[config.mk]
export PLATFORM = sky130hd
export DESIGN_NAME = wqt_regs
export DESIGN_NICKNAME = d
export VERILOG_FILES = /design/src/rtl/core/wqt_pkg.sv /design/src/rtl/core/wqt_regs.sv
export SDC_FILE = /design/constraint.sdc
export NUM_CORES = 1
export LEC_CHECK = 0
export ABC_AREA = 1
export BUFFER_PORTS_ARGS = -buffer_cell sky130_fd_sc_hd__buf_4
export CORE_MARGIN = 2
export CORE_UTILIZATION = 43
export DETAILED_ROUTE_END_ITERATION = 6
export PLACE_DENSITY = 0.79
export SYNTH_ARGS = -nofsm -noshare
export SYNTH_HDL_FRONTEND = slang
export SYNTH_SLANG_ARGS = --single-unit
[constraint.sdc]
create_clock -name clk -period 1.3 [get_ports clk]
set_clock_uncertainty 0.15 [all_clocks]
set_input_delay 0.26 -clock clk [delete_from_list [all_inputs] [get_ports clk]]
set_output_delay 0.26 -clock clk [all_outputs]
set_load 0.01 [all_outputs]
[src/rtl/core/wqt_pkg.sv]
// Shared types, constants and helpers for the windowed quality trimmer.
package wqt_pkg;

  // Default depth of the read store.
  localparam int DEF_MAX_READ_LEN = 1024;

  // Width of the position fields in a result.
  localparam int POS_W = 11;

  // Register port address width (four 32-bit registers).
  localparam int PADDR_W = 4;

  // Automatic window sizing (window length 0): reads longer than this use length / WIN_DIVISOR.
  localparam int AUTO_WIN_MIN_LEN = 20;
  localparam int WIN_DIVISOR      = 10;

  // Register indexes.
  localparam logic [1:0] REG_QUAL_FLOOR     = 2'd0;
  localparam logic [1:0] REG_LEN_FLOOR      = 2'd1;
  localparam logic [1:0] REG_WINDOW_LENGTH  = 2'd2;
  localparam logic [1:0] REG_QUALITY_OFFSET = 2'd3;

  // Register reset values.
  localparam logic [6:0]  RST_QUAL_FLOOR     = 7'd20;
  localparam logic [10:0] RST_LEN_FLOOR      = 11'd0;
  localparam logic [10:0] RST_WINDOW_LENGTH  = 11'd0;
  localparam logic [6:0]  RST_QUALITY_OFFSET = 7'd33;

  typedef struct packed {
    logic [6:0]  qual_floor;
    logic [10:0] len_floor;
    logic [10:0] window_length;
    logic [6:0]  quality_offset;
  } wqt_cfg_t;

  typedef struct packed {
    logic [POS_W-1:0] keep_start;
    logic [POS_W-1:0] keep_end;
    logic             dropped;
    logic             trimmed;
    logic [31:0]      reads_seen;
    logic [31:0]      reads_trimmed;
    logic [31:0]      reads_dropped;
  } wqt_result_t;

  typedef enum logic [2:0] {
    ST_LOAD,
    ST_SIZE,
    ST_DIV,
    ST_SKIP,
    ST_PRESUM,
    ST_SLIDE,
    ST_EXTEND,
    ST_DONE
  } wqt_state_t;

  // Signed score of one quality character.
  function automatic logic signed [9:0] char_score(logic [7:0] c, logic [6:0] off);
    return $signed({2'b00, c}) - $signed({3'b000, off});
  endfunction

endpackage

[src/rtl/core/wqt_regs.sv]
// Configuration register file behind the APB-style port.
module wqt_regs import wqt_pkg::*; (
  input  logic               clk,
  input  logic               rst,
  input  logic               psel,
  input  logic               penable,
  input  logic               pwrite,
  input  logic [PADDR_W-1:0] paddr,
  input  logic [31:0]        pwdata,
  output logic [31:0]        prdata,
  output logic               pready,
  output wqt_cfg_t           cfg
);

  logic       wr;
  logic [1:0] idx;

  assign pready = 1'b1;
  assign idx    = paddr[PADDR_W-1:2];
  assign wr     = psel & penable & pwrite & pready;

  // Write the addressed register on the access cycle
  always_ff @(posedge clk) begin
    if (rst) begin
      cfg.qual_floor     <= RST_QUAL_FLOOR;
      cfg.len_floor      <= RST_LEN_FLOOR;
      cfg.window_length  <= RST_WINDOW_LENGTH;
      cfg.quality_offset <= RST_QUALITY_OFFSET;
    end else if (wr) begin
      case (idx)
        REG_QUAL_FLOOR:     cfg.qual_floor     <= pwdata[6:0];
        REG_LEN_FLOOR:      cfg.len_floor      <= pwdata[10:0];
        REG_WINDOW_LENGTH:  cfg.window_length  <= pwdata[10:0];
        REG_QUALITY_OFFSET: cfg.quality_offset <= pwdata[6:0];
        default: ;
      endcase
    end
  end

  // Return the addressed register
  always_comb begin
    case (idx)
      REG_QUAL_FLOOR:     prdata = {25'd0, cfg.qual_floor};
      REG_LEN_FLOOR:      prdata = {21'd0, cfg.len_floor};
      REG_WINDOW_LENGTH:  prdata = {21'd0, cfg.window_length};
      REG_QUALITY_OFFSET: prdata = {25'd0, cfg.quality_offset};
      default:            prdata = '0;
    endcase
  end

endmodule

After elaboration in Yosys (flattened, before gate mapping). Cells that the tools add are included.

Muxes and demuxes: 1. Bitwise operators: 2. Eq/ne operators: 3. Reduce and logical (&&, ||, !) cells: 5.

Operator list (number): $pmux W32 S4 (1); $reduce_and A2 Y1 (4); $eq A2 B2 Y1 const B (2); $and A1 B1 Y1 (2); $eq A2 B1 Y1 const B (1); $logic_not A2 Y1 (1).

Bits in registers: 36. Output and inout bits: 69. Bits of input ports: 41. Logic and storage cells: 15.

Depth between registers and ports, before layout.
Word-level depth: 3. Depth in mapped cells: 6. Mapped depth without buffers: 5.

Least setup slack after synthesis. No wires, ideal clock.

Kind: in2out. Start: input paddr[3]. End: output prdata[0]. Arrival: 0.791 ns. Cell stages on the path: 4. Data required time: 0.890 ns. Path buffers: 1. Slack: 0.099 ns. Cell sequence: nor2_1 -> buf_4 -> nand2_1 -> nand4_1.

Cells in the longest elaborated chain, start to end: 2. Elaborated cells between the ends (all ways): 5. Those cells by class: 3 x eq/ne; 1 x mux; 1 x reduce/logical.

Ends and longest elaborated chain: from (decl) (line wqt_regs.sv:8) `input logic [PADDR_W-1:0] paddr,`; $eq A2 B2 Y1, or another cell as far along (line wqt_regs.sv:42) `case (idx)`; $pmux W32 S4 * (line wqt_regs.sv:42); to (decl) (line wqt_regs.sv:10) `output logic [31:0] prdata,`.

Every way passes the cells marked *; elsewhere a longest branch is shown, timed or not. The select of a mux whose other input is x is not followed.

Final worst setup path.
Start: input paddr[3]. End: output prdata[4].

Same word-level chain as after synthesis.

==> results.ini <==
[floorplan]
num_rows=24
start_util=0.437
io_pins=110
die-area_um2=4910
fp.dieH_um=70.1
dieWidth_um=70.1
core_area_um2=4290

[worst_setup_path]
slowest_stage=nor2_4
startpoint=paddr[3]
required_ns=0.89
worst_path_largest_cell_delay_ns=0.14
critPathMaxFanout=5
critical_path_class=in -> out
critPathArrivalTime_ns=0.95
reg2reg_from=cfg[7]
path_delay_family=buffers and inverters
crit_path_cell_trace=buf_12 -> nor2_4 -> buf_6 -> nand2_1 -> nand4_1 -> buf_4
crit_path_end_kind=output pin
crit_buf_inv=3
startpoint_type=input port

[place]
portBuffers=64
dpl.hpwl_mm=3.45
routabilityCongestion=0.767
post-place-ws_ns=-0.132

[clocking]
htree_levels=2
clock_latency_ns=0.29
path_clk_slew_ns=0.08
root_buffer=clkbuf_8
cts_buffer_depth=2
cts_sinks=36
cts_made_buffers=5
tritoncts=done

[sta]
fin_ws_ns=-0.0560
report.final.slew_viol_count=0
setup_viol=9
rsz0062_at_grt=yes
fin_hold_ws_ns=0.0301
fin_crit_sh=1.04
final-hold-violation-count=0
fin_crit_ns=1.36
fmax_mhz=737

[detailed_routing]
wirelength_mm=5.70
num_vias=2090
drc=0
wire_per_inst_um=12.8
drtIter0Drc=161
vias_per_cell=4.68
ant_nets=0
drt_pass1_iterations=4

[worst_hold_path]
worstHoldStart=pwdata[0]
hold_class=in -> reg

[grt]
grt_start_max_net_pins=37
grt_use_total=0.222
gr-usage-met2=0.369
grtUsageMet1=0.276
antenna_found_initial=0
grt-ovfl-total=0
gr-usage-met3=0.0476
grt_pass1_wl_mm=8.60
busiest_layer=met2
grt_pass1_vias=1882

[layout]
num_antenna_cells=0
multi_input_area_um2=966
regMostFlops=cfg
nFillCells=355
layout_commonest_cell=buf_4
register_area_um2=746
syn2layout_area_growth_pct=54.2
largest_register_ffs=36
final_cell_mix=buf_4 (83), nand2_1 (76), nor2_1 (66), nand3_1 (37), conb_1 (22)
largestRegisters=cfg: 36 flops
final_util=0.675
fin_nets=435
layout-drive-gt1-share=0.400

[logic_synthesis]
netlist_instances=293
syn_area_per_cell_um2=6.41
synth_top_area_frac=0.384
syn_area_um2=1880
synthTopCellsByArea=dfxtp_1 (38%), nand2_1 (17%), nor2_1 (13%)
ys_ff_latch=36
synth_cell_type_count=14
yosys.area.top_type=dfxtp_1
yosysWarnings=0
ys_seq_area_frac=0.384

[power]
peakVddDrop_mv=0.619
power_leakage_uw=0.00147
powerDensity_nw_per_um2=848

[outcome]
failed_checks=negative setup slack
status=complete, but fails checks

[run]
max_cap_violations=0

## logic make-up after synthesis
kind of cell | share of synthesized area
AND/OR/NAND/NOR | 0.446
buffers and inverters | 0.166
flip-flops | 0.384
other | 0.00400
## worst reg2reg max path, stage by stage, from the launching register on
cell and delay, ns:
dfxtp_2 0.34, buf_4 0.13, nor2_1 0.13, nor2_1 0.07
## area by class of cell
| cell class | count | area share |
|---|---|---|
| Multi-Input combinational cell | 225 | 0.333 |
| Timing Repair Buffer | 110 | 0.329 |
| Sequential cell | 36 | 0.257 |
| Clock buffer | 6 | 0.0285 |
| Inverter | 16 | 0.0259 |
| Tap cell | 52 | 0.0225 |
| Clock inverter | 2 | 0.00346 |
## cell usage after synthesis (all sizes together)
master and count:
clkinv 1, nand3 37, nand2 87, nor2 72, conb 2, nand4 7, dfxtp 36, inv 15
clkbuf 2, buf 34
## final timing paths
check,endpoint,slack [ns],depth (start not counted)
setup / recovery,prdata[4],-0.06,6
hold / removal,cfg[0],0.03,3
setup reg to reg,cfg[7],0.37,3
hold reg to reg,cfg[31],0.35,2
## metal layers
metal / vias to the layer above / part of all wire
met4: 0 / 0.019
met1: 912 / 0.40
met2: 104 / 0.50
met5: - / 0
li1: 1062 / -
met3: 12 / 0.078
## stage by stage
stage	area, um^2	setup TNS (ns)	power, uW	std cells
2_1_floorplan	1950	0	1420	313
4_1_cts	2790	-0.342	2430	443
3_5_place_dp	2430	-1.33	1550	412
5_1_grt	2900	-0.877	2540	447
6_report	2900	-0.349	2460	447
3_3_place_gp	2430	-1.12	1540	412
## repair_timing
action	4_1_cts	5_1_grt
hold buffers	0	0
pin swaps	8	11
gates cloned	3	0
setup buffers	20	4
gates resized for setup	40	28
endpoints found under the setup margin	11	21
## power by group
part           internal [uW]  switching, uW
clock                    423            418
sequential              1130           18.6
combinational            219            248
total                   1770            685
Power figures use the tool's default switching activity.
